==> src/sd_spi_command_block_engine_assert.svh <==
// Assertion macros for the SD SPI command engine.
// Used by the top level; no other dependencies.
`ifndef SD_SPI_COMMAND_BLOCK_ENGINE_ASSERT_SVH
`define SD_SPI_COMMAND_BLOCK_ENGINE_ASSERT_SVH
`define SDS_ASSERT_IMPL(label, a, c) \
  label: assert property (@(posedge clk) disable iff (rst) (a) |-> (c)) \
    else $error("assertion failed");
`define SDS_ASSERT_NEXT(label, a, c) \
  label: assert property (@(posedge clk) disable iff (rst) (a) |=> (c)) \
    else $error("assertion failed");
`endif

==> src/sds_pkg.sv <==
// Package for the SD SPI command engine: phase codes, command codes, types.
// No dependencies.
`timescale 1ns / 1ps
`default_nettype none
package sds_pkg;
  localparam logic [2:0] CMD_SEND = 3'd0, CMD_RX = 3'd1, CMD_RBLK = 3'd2,
    CMD_WTOK = 3'd3, CMD_WDATA = 3'd4, CMD_DESEL = 3'd5;
  localparam logic [4:0] P_IDLE = 5'd0, P_SEL = 5'd1, P_PSEL = 5'd2, P_FRAME = 5'd3,
    P_POLL = 5'd4, P_EXTRA = 5'd5, P_TOK = 5'd6, P_RDATA = 5'd7, P_RCRC1 = 5'd8,
    P_RCRC2 = 5'd9, P_WTOK = 5'd10, P_WWAIT = 5'd11, P_WDATA = 5'd12,
    P_WLAST = 5'd13, P_WCRC1 = 5'd14, P_WCRC2 = 5'd15, P_WRESP = 5'd16,
    P_BUSY = 5'd17, P_REL = 5'd18;
  localparam logic [1:0] ST_OK = 2'd0, ST_TIMEOUT = 2'd1, ST_PREFACE = 2'd2,
    ST_REJECT = 2'd3;
  localparam logic [7:0] IDLE_BYTE = 8'hFF, STOP_TOKEN = 8'hFD;
  typedef struct packed {
    logic       tx_valid;
    logic [7:0] tx_byte;
    logic       chip_select;
    logic       data_valid;
    logic [7:0] data_out;
    logic       done_res;
    logic [1:0] status;
    logic [7:0] response;
  } result_t;
endpackage
`default_nettype wire

==> src/sds_out_reg.sv <==
// Output register with skid stage for result words.
// Depends on sds_pkg.
`timescale 1ns / 1ps
`default_nettype none
module sds_out_reg (
  input  wire logic             clk,
  input  wire logic             rst,
  input  wire logic             in_valid,
  input  wire sds_pkg::result_t in_word,
  output logic                  in_ready,
  output logic                  out_valid,
  output sds_pkg::result_t      out_word,
  input  wire logic             out_ready
);
  import sds_pkg::*;
  result_t skid;
  logic    skid_valid;
  assign in_ready = !skid_valid;
  always_ff @(posedge clk) begin
    if (rst) begin
      out_valid <= 1'b0;
      skid_valid <= 1'b0;
    end else begin
      if (out_valid && !out_ready) begin
        if (in_valid && in_ready) begin
          skid <= in_word;
          skid_valid <= 1'b1;
        end
      end else if (skid_valid) begin
        out_word <= skid;
        out_valid <= 1'b1;
        skid_valid <= 1'b0;
      end else begin
        out_valid <= in_valid;
        if (in_valid) out_word <= in_word;
      end
    end
  end
endmodule
`default_nettype wire

==> src/sd_spi_command_block_engine.sv <==
// SD SPI command engine: one input word per cycle while in_ready is high,
// result registered. Each accepted word updates the single phase register;
// a two-entry output skid keeps input ready while a result waits.
// Synchronous reset: idle, card released.
`timescale 1ns / 1ps
`default_nettype none
`include "sd_spi_command_block_engine_assert.svh"
module sd_spi_command_block_engine #(
  parameter int MAX_BLOCK_BYTES = 4096,
  parameter int RELEASE_CLOCK_BYTES = 10
) (
  input  wire logic        clk,
  input  wire logic        rst,
  input  wire logic        in_valid,
  output logic             in_ready,
  input  wire logic [2:0]  cmd,
  input  wire logic [5:0]  cmd_index,
  input  wire logic        app_cmd,
  input  wire logic [31:0] argument,
  input  wire logic [7:0]  rx_byte,
  input  wire logic [12:0] block_length,
  input  wire logic [7:0]  token,
  input  wire logic [7:0]  data_byte,
  input  wire logic        data_last,
  output logic             out_valid,
  input  wire logic        out_ready,
  output logic             tx_valid,
  output logic [7:0]       tx_byte,
  output logic             chip_select,
  output logic             data_valid,
  output logic [7:0]       data_out,
  output logic             done_res,
  output logic [1:0]       status,
  output logic [7:0]       response,
  input  wire logic        cfg_we,
  input  wire logic [0:0]  cfg_index,
  input  wire logic [15:0] cfg_data
);
  import sds_pkg::*;
  localparam int CW = $clog2(MAX_BLOCK_BYTES + 1) > 13 ? $clog2(MAX_BLOCK_BYTES + 1) : 13;
  localparam logic [CW-1:0] MAXB = CW'(MAX_BLOCK_BYTES);
  localparam logic [CW-1:0] RELB = CW'(RELEASE_CLOCK_BYTES);

  logic [7:0]    poll_limit;
  logic [15:0]   tok_limit;
  logic [4:0]    phase, phase_next;
  logic [CW-1:0] byte_counter, byte_counter_next;
  logic [15:0]   wait_counter, wait_counter_next;
  logic [31:0]   held_argument, held_argument_next;
  logic [5:0]    held_index, held_index_next;
  logic          preface_pending, preface_pending_next;
  logic          select_level, select_level_next;
  logic          emit;
  result_t       res, out_word;
  logic          acc;

  logic [5:0]  cidx;
  logic [31:0] carg;
  logic [7:0]  fb0;
  logic [7:0]  plim;
  logic [15:0] tlim;
  logic [CW-1:0] bc_inc;
  logic [CW-1:0] len_c;

  assign acc = in_valid && in_ready;
  assign cidx = preface_pending ? 6'd55 : held_index;
  assign carg = preface_pending ? 32'd0 : held_argument;
  assign fb0 = 8'h40 | {2'b00, cidx};
  assign plim = (poll_limit == 8'd0) ? 8'd1 : poll_limit;
  assign tlim = (tok_limit == 16'd0) ? 16'd1 : tok_limit;
  assign bc_inc = byte_counter + CW'(1);
  assign len_c = (CW'(block_length) > MAXB) ? MAXB : CW'(block_length);

  function automatic logic [7:0] frame_byte(input logic [CW-1:0] k, input logic [5:0] idx,
                                            input logic [31:0] arg);
    logic [7:0] b;
    b = 8'hFF;
    if (k == CW'(0)) b = 8'h40 | {2'b00, idx};
    else if (k == CW'(1)) b = arg[31:24];
    else if (k == CW'(2)) b = arg[23:16];
    else if (k == CW'(3)) b = arg[15:8];
    else if (k == CW'(4)) b = arg[7:0];
    else if (k == CW'(5)) b = (idx == 6'd0) ? 8'h95 : ((idx == 6'd8) ? 8'h87 : 8'h01);
    return b;
  endfunction

  task automatic put_tx(input logic [7:0] b);
    res.tx_valid = 1'b1;
    res.tx_byte = b;
  endtask

  always_comb begin
    phase_next = phase;
    byte_counter_next = byte_counter;
    wait_counter_next = wait_counter;
    held_argument_next = held_argument;
    held_index_next = held_index;
    preface_pending_next = preface_pending;
    select_level_next = select_level;
    emit = 1'b0;
    res = '0;
    if (cmd == CMD_DESEL) begin
      select_level_next = 1'b0;
      preface_pending_next = 1'b0;
      byte_counter_next = '0;
      wait_counter_next = 16'd0;
      phase_next = P_REL;
      emit = 1'b1;
      put_tx(IDLE_BYTE);
    end else if (phase == P_IDLE) begin
      if (cmd == CMD_SEND) begin
        held_index_next = cmd_index;
        preface_pending_next = app_cmd;
        held_argument_next = argument;
        phase_next = P_SEL;
        emit = 1'b1;
        put_tx(IDLE_BYTE);
      end else if (cmd == CMD_RBLK) begin
        byte_counter_next = len_c;
        wait_counter_next = 16'd1;
        phase_next = P_TOK;
        emit = 1'b1;
        put_tx(IDLE_BYTE);
      end else if (cmd == CMD_WTOK) begin
        held_argument_next = {24'd0, token};
        phase_next = P_WTOK;
        emit = 1'b1;
        put_tx(token);
      end
    end else if (phase == P_WWAIT) begin
      if (cmd == CMD_WDATA) begin
        byte_counter_next = bc_inc;
        phase_next = (data_last || bc_inc >= MAXB) ? P_WLAST : P_WDATA;
        emit = 1'b1;
        put_tx(data_byte);
      end
    end else if (cmd == CMD_RX) begin
      emit = 1'b1;
      unique case (phase)
        P_SEL: begin
          select_level_next = 1'b1;
          if (preface_pending) begin
            phase_next = P_PSEL;
            put_tx(IDLE_BYTE);
          end else begin
            byte_counter_next = '0;
            phase_next = P_FRAME;
            put_tx(fb0);
          end
        end
        P_PSEL: begin
          byte_counter_next = '0;
          phase_next = P_FRAME;
          put_tx(fb0);
        end
        P_FRAME: begin
          byte_counter_next = bc_inc;
          if (bc_inc < ((cidx == 6'd12) ? CW'(7) : CW'(6))) begin
            put_tx(frame_byte(bc_inc, cidx, carg));
          end else begin
            wait_counter_next = 16'd1;
            phase_next = P_POLL;
            put_tx(IDLE_BYTE);
          end
        end
        P_POLL: begin
          if (rx_byte != IDLE_BYTE) begin
            if (preface_pending) begin
              preface_pending_next = 1'b0;
              if (rx_byte > 8'd1) begin
                phase_next = P_IDLE;
                res.done_res = 1'b1;
                res.status = ST_PREFACE;
                res.response = rx_byte;
              end else begin
                byte_counter_next = '0;
                phase_next = P_FRAME;
                put_tx(8'h40 | {2'b00, held_index});
              end
            end else if (held_index == 6'd24 || held_index == 6'd25) begin
              held_argument_next = {24'd0, rx_byte};
              phase_next = P_EXTRA;
              put_tx(IDLE_BYTE);
            end else begin
              phase_next = P_IDLE;
              res.done_res = 1'b1;
              res.status = ST_OK;
              res.response = rx_byte;
            end
          end else if (wait_counter >= {8'd0, plim}) begin
            preface_pending_next = 1'b0;
            phase_next = P_IDLE;
            res.done_res = 1'b1;
            res.status = ST_TIMEOUT;
            res.response = IDLE_BYTE;
          end else begin
            wait_counter_next = wait_counter + 16'd1;
            put_tx(IDLE_BYTE);
          end
        end
        P_EXTRA: begin
          phase_next = P_IDLE;
          res.done_res = 1'b1;
          res.status = ST_OK;
          res.response = held_argument[7:0];
        end
        P_TOK: begin
          if (rx_byte != IDLE_BYTE) begin
            phase_next = (byte_counter != '0) ? P_RDATA : P_RCRC1;
          end else if (wait_counter >= tlim) begin
            select_level_next = 1'b0;
            preface_pending_next = 1'b0;
            byte_counter_next = '0;
            wait_counter_next = 16'd1;
            phase_next = P_REL;
          end else begin
            wait_counter_next = wait_counter + 16'd1;
          end
          put_tx(IDLE_BYTE);
        end
        P_RDATA: begin
          byte_counter_next = byte_counter - CW'(1);
          if (byte_counter == CW'(1)) phase_next = P_RCRC1;
          put_tx(IDLE_BYTE);
          res.data_valid = 1'b1;
          res.data_out = rx_byte;
        end
        P_RCRC1: begin
          phase_next = P_RCRC2;
          put_tx(IDLE_BYTE);
        end
        P_RCRC2: begin
          phase_next = P_IDLE;
          res.done_res = 1'b1;
        end
        P_WTOK: begin
          if (held_argument[7:0] == STOP_TOKEN) begin
            phase_next = P_BUSY;
            put_tx(IDLE_BYTE);
          end else begin
            byte_counter_next = '0;
            phase_next = P_WWAIT;
            emit = 1'b0;
          end
        end
        P_WDATA: begin
          phase_next = P_WWAIT;
          emit = 1'b0;
        end
        P_WLAST: begin
          phase_next = P_WCRC1;
          put_tx(IDLE_BYTE);
        end
        P_WCRC1: begin
          phase_next = P_WCRC2;
          put_tx(IDLE_BYTE);
        end
        P_WCRC2: begin
          phase_next = P_WRESP;
          put_tx(IDLE_BYTE);
        end
        P_WRESP: begin
          if (rx_byte[4:0] != 5'h05) begin
            phase_next = P_IDLE;
            res.done_res = 1'b1;
            res.status = ST_REJECT;
          end else begin
            phase_next = P_BUSY;
            put_tx(IDLE_BYTE);
          end
        end
        P_BUSY: begin
          if (rx_byte == IDLE_BYTE) begin
            phase_next = P_IDLE;
            res.done_res = 1'b1;
          end else begin
            put_tx(IDLE_BYTE);
          end
        end
        P_REL: begin
          byte_counter_next = bc_inc;
          if (bc_inc < RELB) begin
            put_tx(IDLE_BYTE);
          end else begin
            phase_next = P_IDLE;
            res.done_res = 1'b1;
            res.status = wait_counter[1:0];
            wait_counter_next = 16'd0;
          end
        end
        default: begin
          phase_next = P_IDLE;
          emit = 1'b0;
        end
      endcase
    end
    res.chip_select = select_level_next;
  end

  always_ff @(posedge clk) begin
    if (rst) begin
      poll_limit <= 8'd8;
      tok_limit <= 16'd10000;
      phase <= P_IDLE;
      byte_counter <= '0;
      wait_counter <= 16'd0;
      held_argument <= 32'd0;
      held_index <= 6'd0;
      preface_pending <= 1'b0;
      select_level <= 1'b0;
    end else begin
      if (cfg_we) begin
        if (cfg_index == 1'b0) poll_limit <= cfg_data[7:0];
        else tok_limit <= cfg_data;
      end
      if (acc) begin
        phase <= phase_next;
        byte_counter <= byte_counter_next;
        wait_counter <= wait_counter_next;
        held_argument <= held_argument_next;
        held_index <= held_index_next;
        preface_pending <= preface_pending_next;
        select_level <= select_level_next;
      end
    end
  end

  sds_out_reg u_out (
    .clk(clk), .rst(rst), .in_valid(acc && emit), .in_word(res), .in_ready(in_ready),
    .out_valid(out_valid), .out_word(out_word), .out_ready(out_ready)
  );

  assign tx_valid = out_word.tx_valid;
  assign tx_byte = out_word.tx_byte;
  assign chip_select = out_word.chip_select;
  assign data_valid = out_word.data_valid;
  assign data_out = out_word.data_out;
  assign done_res = out_word.done_res;
  assign status = out_word.status;
  assign response = out_word.response;

  `SDS_ASSERT_IMPL(a_done_no_tx, out_valid && done_res, !tx_valid)
  `SDS_ASSERT_NEXT(a_desel_rel, acc && cmd == CMD_DESEL, phase == P_REL && !select_level)
  `SDS_ASSERT_IMPL(a_data_in_rdata, out_valid && data_valid, tx_valid)
endmodule
`default_nettype wire
==> config.mk <==
export PLATFORM = sky130hd
export DESIGN_NAME = sd_spi_command_block_engine
export DESIGN_NICKNAME = d
export VERILOG_FILES = /design/src/sds_pkg.sv /design/src/sds_out_reg.sv /design/src/sd_spi_command_block_engine.sv
export VERILOG_INCLUDE_DIRS = /design/src /design/src/src
export SDC_FILE = /design/constraint.sdc
export NUM_CORES = 1
export LEC_CHECK = 0
export ABC_AREA = 1
export BUFFER_PORTS_ARGS = -buffer_cell sky130_fd_sc_hd__buf_2
export CAP_MARGIN = 20
export CORE_MARGIN = 3
export CORE_UTILIZATION = 55
export CTS_CLUSTER_DIAMETER = 50
export DETAILED_ROUTE_END_ITERATION = 10
export GPL_ROUTABILITY_DRIVEN = 1
export PLACE_DENSITY = 0.86
export SLEW_MARGIN = 25
export SYNTH_ARGS = -nofsm -noshare
export SYNTH_HDL_FRONTEND = slang
export SYNTH_SLANG_ARGS = --single-unit
==> constraint.sdc <==
create_clock -name clk -period 4.7 [get_ports clk]
set_clock_uncertainty 0.1 [all_clocks]
set_input_delay 1.41 -clock clk [delete_from_list [all_inputs] [get_ports clk]]
set_output_delay 1.41 -clock clk [all_outputs]
set_load 0.02 [all_outputs]
Word-level counts from Yosys, hierarchy flattened
Cells that the tools add are included.
- eq/ne operators: 67
- bitwise gates (word level): 4
- mux-type cells: 143
- add/subtract/negate cells: 3
- magnitude comparators: 7
- reduce and logical (&&, ||, !) cells: 40
- operators by type and width (kind ; number):
    $mux 32 ; 11
    $mux 16 ; 13
    $mux 13 ; 15
    $mux 9 ; 18
    $mux 5 ; 19
    $pmux 13 s7 ; 1
    $mux 8 ; 11
    $pmux 9 s9 ; 1
    $mux 20 ; 4
    $pmux 5 s15 ; 1
    $pmux 16 s4 ; 1
    $mux 30 ; 2
    $ne 5x5->1 const B ; 12
    $mux 11 ; 5
    $eq 5x4->1 const B ; 8
    $mux 1 ; 29
    $eq 13x1->1 const B ; 2
    $eq 13x2->1 const B ; 2
    $eq 13x3->1 const B ; 2
    $ne 4x4->1 const B ; 6
    $eq 5x3->1 const B ; 4
    $reduce_and 10->1 ; 2
    $add 16x1->16 const B ; 1
    $eq 8x8->1 const B ; 2
    other kinds (60) ; 92
- input port bits: 102
- logic and storage cells: 291
- register bits after elaboration: 160
- output and inout port bits: 32

Depth between registers and ports, before layout
- depth in word-level cells: 18
- mapped depth: 26

By module
Synthesis repeated with hierarchy kept, for this count alone.
- cell total of the unflattened synthesis: 1418
- area, all modules: 10131.0 µm²
- by module, submodules not included (module ; instances ; sequential area each (µm²) ; area an instance (µm²) ; cells an instance):
    sd_spi_command_block_engine ; 1 ; 1961.9 ; 7786.2 ; 1246
    sds_out_reg ; 1 ; 1841.8 ; 2344.7 ; 172

Worst setup path after synthesis
Ideal clock, no wire load.
- path type: input to register
- start point: input cmd[2]
- end point: register, netlist name u_out.out_word[0]
- stages: 7
- path buffers: 0
- path slack: 0.465 ns
- arrival time: 3.718 ns
- path through: inv_1 > or2_2 > nor3_2 > o41ai_1 > nand2_1 > nand2_1 > nor2_1
- word-level cells in the longest chain between the ends: 9
- RTL lines (item ; line ; RTL):
    start, declared ; sd_spi_command_block_engine.sv:16 ; input wire logic [2:0] cmd,
    $eq 3x2->1 ; sd_spi_command_block_engine.sv:124 ; end else if (cmd == CMD_WTOK) begin
    $mux 1 ; sd_spi_command_block_engine.sv:124 ;
    $mux 1 ; sd_spi_command_block_engine.sv:118 ; end else if (cmd == CMD_RBLK) begin
    $mux 1 ; sd_spi_command_block_engine.sv:111 ; if (cmd == CMD_SEND) begin
    $mux 1 ; sd_spi_command_block_engine.sv:110 ; end else if (phase == P_IDLE) begin
    $mux 1 * ; sd_spi_command_block_engine.sv:102 ; if (cmd == CMD_DESEL) begin
    $logic_and 1x1->1 * ; sd_spi_command_block_engine.sv:329 ; .clk(clk), .rst(rst), .in_valid(acc && emit), .in_word(res), .in_ready(in_ready),
    $reduce_bool 2->1 (no line) * ; - ;
    $reduce_and 3->1 (no line) * ; - ;
Mark *: on every way between the ends. The rest lies on a longest branch, timed or not.
A chain may end at the register's enable or synchronous reset.

Final worst setup path
- start point: input cmd[0]
- end point: register wait_counter[8]
- word-level cells in the longest chain between the ends: 3
- RTL lines (item ; line ; RTL):
    $eq 3x3->1, or another cell as far along ; sd_spi_command_block_engine.sv:102 ;
    $ne 4x4->1 (no line), or another cell as far along ; - ;
    $reduce_and 11->1 (no line) ; - ;
    end signal, assigned ; sd_spi_command_block_engine.sv:319 ; wait_counter <= wait_counter_next;
    end, declared ; sd_spi_command_block_engine.sv:48 ; logic [15:0] wait_counter, wait_counter_next;
Parallel ways exist; a longest one is shown, timed or not.

==> flow_summary.yaml <==
routing:
  vias_per_cell: 5.89
  vias: 10900
  routedWlPerCell_um: 16.5
  routed_wl_um: 30400
  firstDrtPassIters: 7
  final_antenna_net_count: 0
  drt_iter0_drc: 1132
  drc: 0
floorplanning:
  die_w_um: 142
  dieArea_um2: 20200
  rows: 49
  core_um2: 18100
  initial_core_util_pct: 56.3
  io_pins: 134
  die_h_um: 142
final_layout:
  areaGrowthSynthToFinish_pct: 14.3
  final_cells: 1844
  nets: 1735
  fillers: 1616
  final_common_cell: "nand2_1"
  diodes: 0
  drive_gt1_share_pct: 13.9
  final_cell_mix: "384 x nand2_1, 175 x nor2_1, 167 x inv_1, 133 x buf_2, 108 x a21oi_1"
  multi_input_area_um2: 5480
  seqCellArea_um2: 3800
critical_path:
  slowest_stage: "nor3b_4"
  crit_top_cell: "inv_2"
  cp_num_buf_inv: 5
  arrival_ns: 3.98
  slowest_delay_ns: 0.40
  crit_family: "simple AND/OR/NAND/NOR gates"
  crit_required_ns: 4.97
  critical_path.max_fanout: 22
  start_kind: "input pin"
  critPathKind: "input pin to flop"
  end_kind: "flop"
  crit_chain: "buf_2 > inv_2 > nor2_1 > inv_2 > nor2_2 > inv_2 > nand2_2 > inv_2 > o21ai_0 > o211ai_1 > a311oi_1 > nand2_2 > nor3b_4 > nand3_1 > a21oi_1"
timing:
  worst_pin_slew_ns: 1.04
  relSlewSlack_pct: 29.9
  slew_viol_final: 0
  grt_setup_unrepaired: "no"
  min_period_ns: 3.71
  fmax_ghz: 0.270
  fin_tns_setup_ns: 0
  setup_slack_ns: 0.992
  hold_viol: 0
  finalCritPeriodShare_pct: 78.9
  setup_viol: 0
global_route:
  gr-total-overflow: 0
  grt_pass1_wl_um: 48600
  grt_pass1_vias: 9864
  grt_max_degree: 65
  antenna_found_initial: 0
  grtUsageTotal_pct: 29.5
synthesis:
  ys_seq_area_share_pct: 37.3
  synth.distinct_cells: 58
  ys.flop_type: "dfxtp_1"
  syn-num-nets: 1618
  yosys_warnings: 0
  syn_avg_cell_area_um2: 6.86
  syn_inst: 1485
  synth.ff_latch_count: 160
  synth-edff-count: 60
  synthesis.area_um2: 10200
  synthArstFlopShare_pct: 0
clock_tree:
  clkSinkCount: 160
  cts_hold_buf: 0
  cts_tree: "yes"
  numCtsBuffers: 17
  clk_pin_slew_ns: 0.07
  htreeDepth: 4
  clk_latency_ns: 0.44
  post_cts.repair.setup_buffers: 0
  ctsResizeCount: 0
  root_buffer: "clkbuf_16"
  cts_max_path_buffers: 2
pwr:
  irDropWorstVdd_v: 0.000326
  pwr_density_cell_nw_per_um2: 552
  power_leakage_nw: 5.05
flow_run:
  cap_violations: 0
placed_design:
  place.gp.congestion: 1.03
  pre_cts_ws_ns: 0.696
  numPlacedInstances: 1812
  place_hpwl_um: 22700
  port_buffers: 133
status:
  outcome: "completed"
worst_hold_path:
  hold_path.class: "flop to flop"
logic make-up after synthesis:
family                   share of synthesized area (%)
AND/OR/NAND/NOR                                   31.4
buffers and inverters                             9.06
AO/OA/AOI/OAI                                     18.0
flip-flops                                        37.3
adder cells (fa/ha/maj)                           3.81
XOR/XNOR                                         0.430
where the power goes:
| group | switching (W) | total, W | internal, W |
|---|---|---|---|
| logic | 0.00216 | 0.00309 | 0.000933 |
| registers | 0.000221 | 0.00196 | 0.00173 |
| clock network | 0.000671 | 0.00139 | 0.000714 |
cell type report:
type	instances	share of cell area, %
Multi-Input combinational cell	1089	47.0
Sequential cell	160	32.7
Timing Repair Buffer	152	6.94
Inverter	182	5.92
Clock buffer	17	3.65
Tap cell	229	2.46
Clock inverter	15	1.34
per-layer routing:
layer,global-route usage [%],vias up,share of wire [%]
met5,0,-,0
met4,12.1,0,3.5
met3,5.38,95,9.7
met2,47.5,604,45
met1,39.3,4897,41
li1,-,5263,-
final timing paths:
| check | start | endpoint | slack [ns] | depth (start not counted) |
|---|---|---|---|---|
| worst max-delay path | cmd[0] | wait_counter[8] | 0.99 | 15 |
| worst min-delay path | poll_limit[4] | poll_limit[4] | 0.38 | 2 |
| worst max register to register | byte_counter[0] | u_out.out_word[22] | 1.07 | 24 |
| worst min register to register | poll_limit[4] | poll_limit[4] | 0.38 | 2 |
registers in the layout (all words and copies together) (netlist names):
register	count
u_out.skid	30
byte_counter	13
preface_pending	1
phase	5
u_out.out_word	30
u_out.out_valid	1
held_index	6
wait_counter	16
u_out.skid_valid	1
poll_limit	8
select_level	1
tok_limit	16
held_argument	32
stage by stage:
stage	total power (W)	hold WS (ns)	util, %	instance area (µm²)
finish	0.00643	0.382	64.4	11600
global route	0.00685	0.401	64.4	11600
CTS	0.00634	0.383	64.4	11600
detailed placement	0.00496	0.373	61.2	11100
global placement	0.00490	0.369	61.2	11100
floorplan	0.00415	0.347	-	10200
Yosys cell counts (20+ instances only):
| cell | number | share of area [%] |
|---|---|---|
| a211oi_1 | 25 | 1.8 |
| a21oi_1 | 108 | 5.3 |
| clkbuf_1 | 34 | 1.3 |
| dfxtp_1 | 100 | 20 |
| edfxtp_1 | 60 | 18 |
| ha_1 | 31 | 3.8 |
| inv_1 | 167 | 6.2 |
| nand2_1 | 384 | 14 |
| nand3_1 | 73 | 3.6 |
| nand4_1 | 36 | 2.2 |
| nor2_1 | 178 | 6.6 |
| nor3_1 | 26 | 1.3 |
| nor4_1 | 20 | 1.2 |
| o21ai_0 | 96 | 4.7 |
worst reg2reg max path, stage by stage, from the launching register on:
cell and delay (ns):
dfxtp_1 0.52, ha_1 0.28, nand2_2 0.17, nor2_4 0.22
nand4_1 0.10, nand2_1 0.15, nand2_2 0.09, nor2_4 0.37
nand3_1 0.29, nor2_1 0.17, nand2_1 0.07, nand2_1 0.05
nand2_1 0.07, nand2_1 0.06, nand2_1 0.05, nand2_1 0.05
nand2_1 0.05, nand2_1 0.07, nand2_1 0.06, nand2_1 0.06
nand2_1 0.05, nand2_1 0.12, nand2_1 0.06, nand3_1 0.07
nand2_1 0.05
Note: power is estimated with default switching activity, not from simulation.
